**src/rtl/adsr_pkg.sv**
```systemverilog
// ---------------------------------------------------------------------------
// adsr_pkg
// Shared types, codes and the exponential curve table of the envelope block.
// ---------------------------------------------------------------------------
package adsr_pkg;

  localparam int unsigned LEVEL_W  = 10;
  localparam int unsigned COUNT_W  = 16;
  localparam int unsigned PHASE_W  = 3;
  localparam int unsigned CFG_IW   = 2;
  localparam int unsigned CFG_DW   = 16;
  // Curve table: 256 entries, index is count * 255 / time
  localparam int unsigned CURVE_DEPTH = 256;
  localparam int unsigned CURVE_AW    = $clog2(CURVE_DEPTH);
  localparam int unsigned PROD_W      = 2 * LEVEL_W;

  localparam logic [LEVEL_W-1:0] FULL_SCALE = 10'd1023;

  // Envelope phases
  localparam logic [PHASE_W-1:0] PH_IDLE    = 3'd0;
  localparam logic [PHASE_W-1:0] PH_ATTACK  = 3'd1;
  localparam logic [PHASE_W-1:0] PH_DECAY   = 3'd2;
  localparam logic [PHASE_W-1:0] PH_SUSTAIN = 3'd3;
  localparam logic [PHASE_W-1:0] PH_RELEASE = 3'd4;

  // Configuration register indexes
  localparam logic [CFG_IW-1:0] CFG_ATTACK  = 2'd0;
  localparam logic [CFG_IW-1:0] CFG_DECAY   = 2'd1;
  localparam logic [CFG_IW-1:0] CFG_SUSTAIN = 2'd2;
  localparam logic [CFG_IW-1:0] CFG_RELEASE = 2'd3;

  // Configuration reset values
  localparam logic [COUNT_W-1:0] ATTACK_RST  = 16'd200;
  localparam logic [COUNT_W-1:0] DECAY_RST   = 16'd2000;
  localparam logic [LEVEL_W-1:0] SUSTAIN_RST = 10'd500;
  localparam logic [COUNT_W-1:0] RELEASE_RST = 16'd1000;

  // One envelope state record
  typedef struct packed {
    logic [PHASE_W-1:0] phase;
    logic [COUNT_W-1:0] count;
    logic [LEVEL_W-1:0] held;
    logic [LEVEL_W-1:0] level;
  } env_state_t;

  localparam env_state_t ENV_RST = '{phase: PH_IDLE, count: '0, held: '0, level: '0};

  localparam logic [LEVEL_W-1:0] EXP_ROM [CURVE_DEPTH] = '{
    10'd0,    10'd19,   10'd39,   10'd58,   10'd77,   10'd95,   10'd113,  10'd131,
    10'd148,  10'd165,  10'd182,  10'd198,  10'd214,  10'd230,  10'd245,  10'd260,
    10'd275,  10'd289,  10'd304,  10'd318,  10'd331,  10'd345,  10'd358,  10'd371,
    10'd383,  10'd396,  10'd408,  10'd420,  10'd432,  10'd443,  10'd454,  10'd465,
    10'd476,  10'd487,  10'd497,  10'd507,  10'd517,  10'd527,  10'd537,  10'd546,
    10'd556,  10'd565,  10'd574,  10'd582,  10'd591,  10'd599,  10'd607,  10'd615,
    10'd623,  10'd631,  10'd639,  10'd646,  10'd653,  10'd661,  10'd668,  10'd675,
    10'd681,  10'd688,  10'd694,  10'd701,  10'd707,  10'd713,  10'd719,  10'd725,
    10'd731,  10'd737,  10'd742,  10'd748,  10'd753,  10'd758,  10'd763,  10'd768,
    10'd773,  10'd778,  10'd783,  10'd787,  10'd792,  10'd796,  10'd801,  10'd805,
    10'd809,  10'd814,  10'd818,  10'd822,  10'd825,  10'd829,  10'd833,  10'd837,
    10'd840,  10'd844,  10'd847,  10'd851,  10'd854,  10'd857,  10'd861,  10'd864,
    10'd867,  10'd870,  10'd873,  10'd876,  10'd879,  10'd881,  10'd884,  10'd887,
    10'd889,  10'd892,  10'd894,  10'd897,  10'd899,  10'd902,  10'd904,  10'd906,
    10'd909,  10'd911,  10'd913,  10'd915,  10'd917,  10'd919,  10'd921,  10'd923,
    10'd925,  10'd927,  10'd929,  10'd931,  10'd933,  10'd934,  10'd936,  10'd938,
    10'd939,  10'd941,  10'd943,  10'd944,  10'd946,  10'd947,  10'd949,  10'd950,
    10'd951,  10'd953,  10'd954,  10'd955,  10'd957,  10'd958,  10'd959,  10'd961,
    10'd962,  10'd963,  10'd964,  10'd965,  10'd966,  10'd967,  10'd968,  10'd970,
    10'd971,  10'd972,  10'd973,  10'd974,  10'd974,  10'd975,  10'd976,  10'd977,
    10'd978,  10'd979,  10'd980,  10'd981,  10'd981,  10'd982,  10'd983,  10'd984,
    10'd985,  10'd985,  10'd986,  10'd987,  10'd987,  10'd988,  10'd989,  10'd989,
    10'd990,  10'd991,  10'd991,  10'd992,  10'd993,  10'd993,  10'd994,  10'd994,
    10'd995,  10'd995,  10'd996,  10'd996,  10'd997,  10'd997,  10'd998,  10'd998,
    10'd999,  10'd999,  10'd1000, 10'd1000, 10'd1001, 10'd1001, 10'd1001, 10'd1002,
    10'd1002, 10'd1003, 10'd1003, 10'd1003, 10'd1004, 10'd1004, 10'd1004, 10'd1005,
    10'd1005, 10'd1006, 10'd1006, 10'd1006, 10'd1006, 10'd1007, 10'd1007, 10'd1007,
    10'd1008, 10'd1008, 10'd1008, 10'd1009, 10'd1009, 10'd1009, 10'd1009, 10'd1010,
    10'd1010, 10'd1010, 10'd1010, 10'd1011, 10'd1011, 10'd1011, 10'd1011, 10'd1011,
    10'd1012, 10'd1012, 10'd1012, 10'd1012, 10'd1012, 10'd1013, 10'd1013, 10'd1013,
    10'd1013, 10'd1013, 10'd1014, 10'd1014, 10'd1014, 10'd1014, 10'd1014, 10'd1014,
    10'd1015, 10'd1015, 10'd1015, 10'd1015, 10'd1015, 10'd1015, 10'd1015, 10'd1016
  };

endpackage

```
**src/rtl/adsr_envelope_generator_top.sv**
```systemverilog
// Results: every tick gives one result once accepted, whether it steps a curve or
//   handles idle, sustain or a phase end; a gate edge item gives none.
// Flow: items run one at a time, a new one taken only after the last is through
//   write back; the 8-step serial curve-index divider lengthens decay, release and
//   attack ticks, and a stalled result holds a tick item in write back.
// Reset (rst_n low, synchronous): phase idle, counter and levels zero, timing
//   registers back to 200 / 2000 / 500 / 1000, no result pending.
// ---------------------------------------------------------------------------
// adsr_envelope_generator_top
// ADSR envelope generator: gate edges start attack or release, ticks step the
// envelope, along an exponential curve table in attack, decay and release, and each emit one 10-bit level.
// ---------------------------------------------------------------------------
module adsr_envelope_generator_top
  import adsr_pkg::*;
(
  input  logic               clk,
  input  logic               rst_n,
  // input items
  input  logic               in_valid,
  output logic               in_stall,
  input  logic               in_opcode,
  input  logic               in_gate_level,
  // result items
  output logic               out_valid,
  input  logic               out_stall,
  output logic [LEVEL_W-1:0] out_envelope_level,
  // configuration writes
  input  logic               cfg_we,
  input  logic [CFG_IW-1:0]  cfg_index,
  input  logic [CFG_DW-1:0]  cfg_wdata
);

  // Sequencer codes
  localparam logic [2:0] ST_IDLE   = 3'd0; // wait for an item
  localparam logic [2:0] ST_LOAD   = 3'd1; // take the state record from memory
  localparam logic [2:0] ST_DECIDE = 3'd2; // pick the phase work
  localparam logic [2:0] ST_DIV    = 3'd3; // one quotient bit per cycle
  localparam logic [2:0] ST_ROM    = 3'd4; // curve table read
  localparam logic [2:0] ST_MUL    = 3'd5; // level scaling product, or the attack level
  localparam logic [2:0] ST_SCALE  = 3'd6; // divide by full scale
  localparam logic [2:0] ST_EMIT   = 3'd7; // write back, present result

  localparam int unsigned STEP_W = $clog2(CURVE_AW);

  // Configuration registers
  logic [COUNT_W-1:0] attack_ticks_r;
  logic [COUNT_W-1:0] decay_ticks_r;
  logic [LEVEL_W-1:0] sustain_level_r;
  logic [COUNT_W-1:0] release_ticks_r;

  // Envelope state memory: a single record, read every cycle through a register.
  // The valid bit stands in for the reset value until the first write back.
  env_state_t         state_mem [1];
  env_state_t         st_rd_r;
  logic               st_valid_r;
  logic               mem_we;
  env_state_t         mem_wdata;

  // Sequencer and working registers
  logic [2:0]          seq_r,   seq_nxt;
  logic                tick_r,  tick_nxt;
  logic                gate_r,  gate_nxt;
  logic [PHASE_W-1:0]  ph_r,    ph_nxt;
  logic [COUNT_W-1:0]  cnt_r,   cnt_nxt;
  logic [LEVEL_W-1:0]  held_r,  held_nxt;
  logic [LEVEL_W-1:0]  lvl_r,   lvl_nxt;
  logic [COUNT_W-1:0]  div_r,   div_nxt;
  logic [COUNT_W-1:0]  rem_r,   rem_nxt;
  logic [CURVE_AW-1:0] quot_r,  quot_nxt;
  logic [STEP_W-1:0]   step_r,  step_nxt;
  logic [PROD_W-1:0]   prod_r,  prod_nxt;
  logic [LEVEL_W-1:0]  curve_r;
  logic                out_valid_r, out_valid_nxt;
  logic [LEVEL_W-1:0]  out_level_r, out_level_nxt;

  // Datapath helpers
  logic [COUNT_W+CURVE_AW-1:0] idx_num;    // count * 255
  logic [COUNT_W:0]            trial;
  logic [COUNT_W:0]            trial_diff;
  logic                        trial_ge;
  logic [COUNT_W-1:0]          phase_time;
  logic [LEVEL_W-1:0]          inv_curve;
  logic [LEVEL_W-1:0]          mul_a;
  logic [LEVEL_W-1:0]          q_hi;
  logic [LEVEL_W:0]            q_rem;
  logic [LEVEL_W-1:0]          q_fs;       // prod / 1023
  logic                        slot_free;
  logic                        emit_ok;

  // -------------------------------------------------------------------------
  // Configuration port: write only while no item is in work.
  // -------------------------------------------------------------------------
  always_ff @(posedge clk) begin
    if (!rst_n) begin
      attack_ticks_r  <= ATTACK_RST;
      decay_ticks_r   <= DECAY_RST;
      sustain_level_r <= SUSTAIN_RST;
      release_ticks_r <= RELEASE_RST;
    end else if (cfg_we) begin
      unique case (cfg_index)
        CFG_ATTACK:  attack_ticks_r  <= cfg_wdata;
        CFG_DECAY:   decay_ticks_r   <= cfg_wdata;
        CFG_SUSTAIN: sustain_level_r <= cfg_wdata[LEVEL_W-1:0];
        CFG_RELEASE: release_ticks_r <= cfg_wdata;
      endcase
    end
  end

  // -------------------------------------------------------------------------
  // State memory: one write port, registered read. Items run one at a time
  // and the next acceptance is never earlier than the cycle after write back, so the read
  // register always carries the latest record by the time it is loaded.
  // -------------------------------------------------------------------------
  always_ff @(posedge clk) begin
    if (mem_we) begin
      state_mem[0] <= mem_wdata;
    end
    st_rd_r <= state_mem[0];
  end

  always_ff @(posedge clk) begin
    if (!rst_n) begin
      st_valid_r <= 1'b0;
    end else if (mem_we) begin
      st_valid_r <= 1'b1;
    end
  end

  // Curve table read, registered; the address is the finished quotient
  always_ff @(posedge clk) begin
    curve_r <= EXP_ROM[quot_r];
  end

  // -------------------------------------------------------------------------
  // Datapath
  // -------------------------------------------------------------------------
  // count * 255 as (count << 8) - count
  assign idx_num = {cnt_r, {CURVE_AW{1'b0}}} - {{CURVE_AW{1'b0}}, cnt_r};

  // Restoring division step: bring in the next numerator bit, held in quot_r
  assign trial      = {rem_r, quot_r[CURVE_AW-1]};
  assign trial_diff = trial - {1'b0, div_r};
  assign trial_ge   = (trial >= {1'b0, div_r});

  always_comb begin
    case (ph_r)
      PH_ATTACK: phase_time = attack_ticks_r;
      PH_DECAY:  phase_time = decay_ticks_r;
      default:   phase_time = release_ticks_r;
    endcase
  end

  // Decay scales the distance to the sustain floor; release scales the held level
  assign inv_curve = FULL_SCALE - curve_r;
  assign mul_a     = (ph_r == PH_DECAY) ? (FULL_SCALE - sustain_level_r) : held_r;

  // prod / 1023: prod = hi*1023 + (hi + lo), and hi + lo stays below 2*1023
  assign q_hi  = prod_r[PROD_W-1:LEVEL_W];
  assign q_rem = {1'b0, prod_r[LEVEL_W-1:0]} + {1'b0, q_hi};
  assign q_fs  = q_hi + ((q_rem >= {1'b0, FULL_SCALE}) ? 10'd1 : 10'd0);

  // Result register is free when empty or being taken this cycle
  assign slot_free = !out_valid_r || !out_stall;
  assign emit_ok   = !tick_r || slot_free;

  assign mem_we    = (seq_r == ST_EMIT) && emit_ok;
  assign mem_wdata = '{phase: ph_r,
                       count: tick_r ? (cnt_r + 16'd1) : cnt_r,
                       held:  held_r,
                       level: lvl_r};

  // -------------------------------------------------------------------------
  // Sequencer
  // -------------------------------------------------------------------------
  always_comb begin
    seq_nxt       = seq_r;
    tick_nxt      = tick_r;
    gate_nxt      = gate_r;
    ph_nxt        = ph_r;
    cnt_nxt       = cnt_r;
    held_nxt      = held_r;
    lvl_nxt       = lvl_r;
    div_nxt       = div_r;
    rem_nxt       = rem_r;
    quot_nxt      = quot_r;
    step_nxt      = step_r;
    prod_nxt      = prod_r;
    out_valid_nxt = out_valid_r && out_stall;
    out_level_nxt = out_level_r;

    unique case (seq_r)
      ST_IDLE: begin
        if (in_valid) begin
          tick_nxt = !in_opcode;
          gate_nxt = in_gate_level;
          seq_nxt  = ST_LOAD;
        end
      end

      ST_LOAD: begin
        if (st_valid_r) begin
          ph_nxt   = st_rd_r.phase;
          cnt_nxt  = st_rd_r.count;
          held_nxt = st_rd_r.held;
          lvl_nxt  = st_rd_r.level;
        end else begin
          ph_nxt   = ENV_RST.phase;
          cnt_nxt  = ENV_RST.count;
          held_nxt = ENV_RST.held;
          lvl_nxt  = ENV_RST.level;
        end
        seq_nxt = ST_DECIDE;
      end

      ST_DECIDE: begin
        seq_nxt = ST_EMIT;
        if (!tick_r) begin
          // gate edge: restart the counter in attack or release
          ph_nxt  = gate_r ? PH_ATTACK : PH_RELEASE;
          cnt_nxt = '0;
        end else begin
          case (ph_r) inside
            PH_ATTACK, PH_DECAY, PH_RELEASE: begin
              if (cnt_r < phase_time) begin
                // curve index = count*255/time, below 255 since count < time
                div_nxt  = phase_time;
                rem_nxt  = idx_num[COUNT_W+CURVE_AW-1:CURVE_AW];
                quot_nxt = idx_num[CURVE_AW-1:0];
                step_nxt = '0;
                seq_nxt  = ST_DIV;
              end else if (ph_r == PH_ATTACK) begin
                ph_nxt  = PH_DECAY;
                cnt_nxt = '0;
              end else if (ph_r == PH_DECAY) begin
                ph_nxt  = PH_SUSTAIN;
                cnt_nxt = '0;
              end else begin
                ph_nxt  = PH_IDLE;
                lvl_nxt = '0;
              end
            end
            PH_SUSTAIN: begin
              held_nxt = sustain_level_r;
              lvl_nxt  = sustain_level_r;
            end
            default: begin
              lvl_nxt = '0;
            end
          endcase
        end
      end

      ST_DIV: begin
        rem_nxt  = trial_ge ? trial_diff[COUNT_W-1:0] : trial[COUNT_W-1:0];
        quot_nxt = {quot_r[CURVE_AW-2:0], trial_ge};
        step_nxt = step_r + 1'b1;
        if (step_r == STEP_W'(CURVE_AW - 1)) begin
          seq_nxt = ST_ROM;
        end
      end

      ST_ROM: begin
        seq_nxt = ST_MUL;
      end

      ST_MUL: begin
        if (ph_r == PH_ATTACK) begin
          held_nxt = curve_r;
          lvl_nxt  = curve_r;
          seq_nxt  = ST_EMIT;
        end else begin
          prod_nxt = mul_a * inv_curve;
          seq_nxt  = ST_SCALE;
        end
      end

      ST_SCALE: begin
        if (ph_r == PH_DECAY) begin
          held_nxt = sustain_level_r + q_fs;
          lvl_nxt  = sustain_level_r + q_fs;
        end else begin
          lvl_nxt = q_fs;
        end
        seq_nxt = ST_EMIT;
      end

      ST_EMIT: begin
        // hold until the result register can take the level
        if (emit_ok) begin
          if (tick_r) begin
            out_valid_nxt = 1'b1;
            out_level_nxt = lvl_r;
          end
          seq_nxt = ST_IDLE;
        end
      end
    endcase
  end

  always_ff @(posedge clk) begin
    if (!rst_n) begin
      seq_r       <= ST_IDLE;
      out_valid_r <= 1'b0;
    end else begin
      seq_r       <= seq_nxt;
      out_valid_r <= out_valid_nxt;
    end
  end

  always_ff @(posedge clk) begin
    tick_r      <= tick_nxt;
    gate_r      <= gate_nxt;
    ph_r        <= ph_nxt;
    cnt_r       <= cnt_nxt;
    held_r      <= held_nxt;
    lvl_r       <= lvl_nxt;
    div_r       <= div_nxt;
    rem_r       <= rem_nxt;
    quot_r      <= quot_nxt;
    step_r      <= step_nxt;
    prod_r      <= prod_nxt;
    out_level_r <= out_level_nxt;
  end

  assign in_stall           = (seq_r != ST_IDLE);
  assign out_valid          = out_valid_r;
  assign out_envelope_level = out_level_r;

endmodule

```
**config.mk**
```make
export PLATFORM = sky130hd
export DESIGN_NAME = adsr_envelope_generator_top
export DESIGN_NICKNAME = d
export VERILOG_FILES = /design/src/rtl/adsr_pkg.sv /design/src/rtl/adsr_envelope_generator_top.sv
export SDC_FILE = /design/constraint.sdc
export NUM_CORES = 1
export LEC_CHECK = 0
export BUFFER_PORTS_ARGS = -buffer_cell sky130_fd_sc_hd__buf_2
export CAP_MARGIN = 5
export CORE_AREA = 2 2 157 190
export CTS_CLUSTER_DIAMETER = 50
export DETAILED_ROUTE_END_ITERATION = 12
export DIE_AREA = 0 0 159 192
export PLACE_DENSITY = 0.87
export RECOVER_POWER = 25
export SLEW_MARGIN = 20
export SYNTH_ARGS = -nofsm -noshare
export SYNTH_HDL_FRONTEND = slang
export SYNTH_SLANG_ARGS = --single-unit
```
**constraint.sdc**
```tcl
create_clock -name clk -period 8.7 [get_ports clk]
set_input_delay 0.435 -clock clk [delete_from_list [all_inputs] [get_ports clk]]
set_output_delay 0.435 -clock clk [all_outputs]
set_load 0.01 [all_outputs]
```
==> impl_metrics.toml <==
[route]
num_vias = 15000
routed_wl_um = 49300
firstDrtPassIters = 10
vias_per_cell = 6.43
ant_nets = 0
drc = 0
drt_iter0_drc = 1669
wire_per_inst_um = 21.2

[synthesis]
syn_nets = 2165
ys.flop_type = "edfxtp_1"
syn_area_sq_mm = 0.0181
synth-edff-count = 153
ys_seq_elements = 265
synthesis.instances = 1943
ys_types = 85
avgSynthCellArea_sq_um = 9.31
ys_warn_count = 0
synth-async-reset-ratio = 0
yosysSeqAreaShare = 0.378

[global_route]
grt_util_met3 = 0.0410
gr-usage-met1 = 0.378
antenna_found_initial = 6
met2_usage = 0.553
grt_max_degree = 90
grt_first_pass_wirelength_um = 77500
gr-total-overflow = 0
grtUsageTotal = 0.318
grt_pass1_vias = 14900
top_usage_layer = "met2"

[power_and_ir_drop]
power.total_uw = 6540
switching_power_uw = 2780
seqPwrFrac = 0.270
intPower_uw = 3760
combPwrFrac = 0.538
p_leak_uw = 0.00797
powerDensity_mw_per_mm2 = 336
p_sw_frac = 0.425
p_clk_frac = 0.192
ir_worst_vdd_uv = 703

[hold_path]
min_from = "in_gate_level"
whs_endpoint = "gate_r"
holdPathStages = 1
hold_path_class = "in -> reg"

[floorplanning]
die_h_um = 192
start_util = 0.633
io_pins = 37
num_rows = 68
die_w_um = 159
coreArea_sq_mm = 0.0286
dieArea_sq_mm = 0.0305

[timing]
fmax_ghz = 0.145
setup_slack_ps = 1810
finalSetupTns_ps = 0
skew_ps = 14.7
tightest_slew_ps = 2550
setup_viol = 0
rsz0062_at_grt = "false"
max-slew-margin-rel = -0.707
finalHoldViolCount = 0
drv_slew = 17
period_needed_ps = 6890
period_share = 0.792

[run_status]
failed_checks = "max-capacitance violations, max-slew violations"
outcome = "complete, but fails checks"

[critical_path]
critPathArrivalTime_ps = 7200
end_kind = "flip-flop"
r2r_end = "prod_r[15]"
crit_type = "reg -> reg"
reg2reg_depth = 16
required_ps = 9010
reg2reg_slack_ps = 1810
r2r_start = "ph_r[2]"
crit_path_start_kind = "flip-flop"
cp_max_fo = 35

[placed_design]
dp_hpwl_um = 34300
port_buffers = 36
gp_congestion = 0.977
dpl_cell_area_sq_mm = 0.0185
pre_cts_ws_ps = 1720

[layout]
num-nets-final = 2137
fin_area_sq_mm = 0.0195
area_growth_pct = 7.59
layout-drive-gt1-share = 0.0733

[clock_tree]
cts_buffer_depth = 3
cts.root.buffer_cell = "clkbuf_16"
clock_sinks = 265
clk_pin_slew_worst_paths_ps = 60
insertion_delay_ps = 560
numCtsBuffers = 28
cts_tree = "built"
postCtsResizedCells = 0
cts_setup_buffers = 0
cts_max_level = 1
cts_hold_buf = 0

[run]
maxCapViolCount = 1
-- worst max-delay path: stages (launching register included) --
cell and delay [ps]:
edfxtp_1 520, or3b_2 800, o21ai_0 790, nand2b_1 180
fa_1 470, fa_1 510, fa_1 450, fa_1 560
inv_1 60, fa_1 480, ha_1 350, a2111oi_0 410
o21ai_0 230, a41oi_1 430, o21ai_0 130, a21oi_1 180
xnor2_1 80
-- layout by cell type (no fill, tap or decap), drive strengths merged, types with 7 or more instances in the layout --
cell type and count:
dfxtp 112, nand3 57, o22ai 11, a21boi 44
xor2 25, clkbuf 40, mux2i 27, a31oi 7
and3 29, nor2b 16, nor4 7, o311ai 8
nor3 28, a211oi 17, edfxtp 153, diode 8
o221ai 8, nor2 148, buf 50, or2 22
a221oi 7, o31ai 14, ha 132, inv 136
and2 20, nand2b 54, nand2 227, o21a 17
a222oi 13, o21ai 114, a221o 17, xnor2 62
a21oi 110, fa 65, a21o 17, o211ai 21
nand4 11
-- layer usage --
metal  vias to the layer above  wire, um
li1                       6851         -
met1                      7105     18100
met2                       788     24200
met3                       225      3650
met4                         2      3260
met5                         -        13
-- synthesized netlist by cell type (all sizes together) (8+ instances only) --
cell | count | area [sq um]
o31ai | 14 | 110
xnor2 | 62 | 543
fa | 65 | 1300
a222oi | 13 | 130
a221o | 17 | 170
buf | 21 | 109
clkbuf | 88 | 330
mux2i | 27 | 270
nand3 | 57 | 285
a21boi | 44 | 330
dfxtp | 112 | 2240
o21ai | 114 | 571
o221ai | 8 | 70.1
a21o | 17 | 128
ha | 132 | 1650
or2 | 22 | 138
inv | 135 | 507
a21oi | 110 | 551
o21a | 17 | 128
nand2b | 54 | 338
o22ai | 11 | 68.8
a211oi | 17 | 133
and2 | 20 | 125
and3 | 29 | 186
o211ai | 21 | 158
o311ai | 8 | 70.1
xor2 | 25 | 219
edfxtp | 153 | 4590
nor2b | 16 | 100
nand2 | 227 | 852
nor3 | 28 | 140
nand4 | 11 | 68.8
nor2 | 148 | 556
-- layout make-up --
type	count	area [sq um]
antenna	8	20.0
clock buffer	39	795
inverter	136	510
tap	385	482
timing repair buffer	51	292
sequential	265	6840
fill	2149	9120
multi-input combinational	1433	10400
clock inverter	12	184
-- how the worst max path moves through the flow --
stage | slack [ps] | cells past startpoint | start | endpoint
floorplan | 2610 | 19 | ph_r[2] | prod_r[19]
global placement | 1950 | 16 | ph_r[2] | prod_r[15]
detailed placement | 1720 | 16 | ph_r[2] | prod_r[15]
CTS | 1700 | 16 | ph_r[0] | prod_r[15]
global route | 1330 | 16 | ph_r[0] | prod_r[19]
finish | 1810 | 16 | ph_r[2] | prod_r[15]
-- registers in the layout, indices dropped and copies added, names as in the netlist, 8 cells and up --
register / cells
decay_ticks_r: 16
st_rd_r: 39
cnt_r: 16
held_r: 10
prod_r: 20
sustain_level_r: 10
release_ticks_r: 16
attack_ticks_r: 16
quot_r: 8
out_envelope_level: 10
lvl_r: 10
curve_r: 10
rem_r: 16
div_r: 16
state_mem: 39
-- logic make-up after synthesis --
family / after synthesis / share of synthesized area
AO/OA/AOI/OAI: 475 / 0.175
XOR/XNOR: 87 / 0.0421
adder cells (fa/ha/maj): 197 / 0.163
buffers and inverters: 245 / 0.0525
flip-flops: 265 / 0.378
multiplexers: 35 / 0.0236
AND/OR/NAND/NOR: 639 / 0.166
-- metrics by stage --
| stage | utilization | hold slack, ps | std cells |
|---|---|---|---|
| after global placement | 0.646 | 324 | 2270 |
| after CTS | 0.681 | 41.1 | 2321 |
| after detailed placement | 0.647 | 327 | 2270 |
| final | 0.681 | 53.9 | 2329 |
| after floorplan | - | 323 | 1943 |
| after global routing | 0.681 | 58.0 | 2323 |
-- power by group through the flow --
stage | logic (uW) | registers (uW) | clock network (uW)
2_1_floorplan | 2630 | 1670 | 0
6_report | 3520 | 1760 | 1260
3_5_place_dp | 3430 | 1780 | 0
5_1_grt | 3910 | 1770 | 1300
4_1_cts | 3480 | 1750 | 1260
3_3_place_gp | 3290 | 1770 | 0
Power figures use the tool's default switching activity.
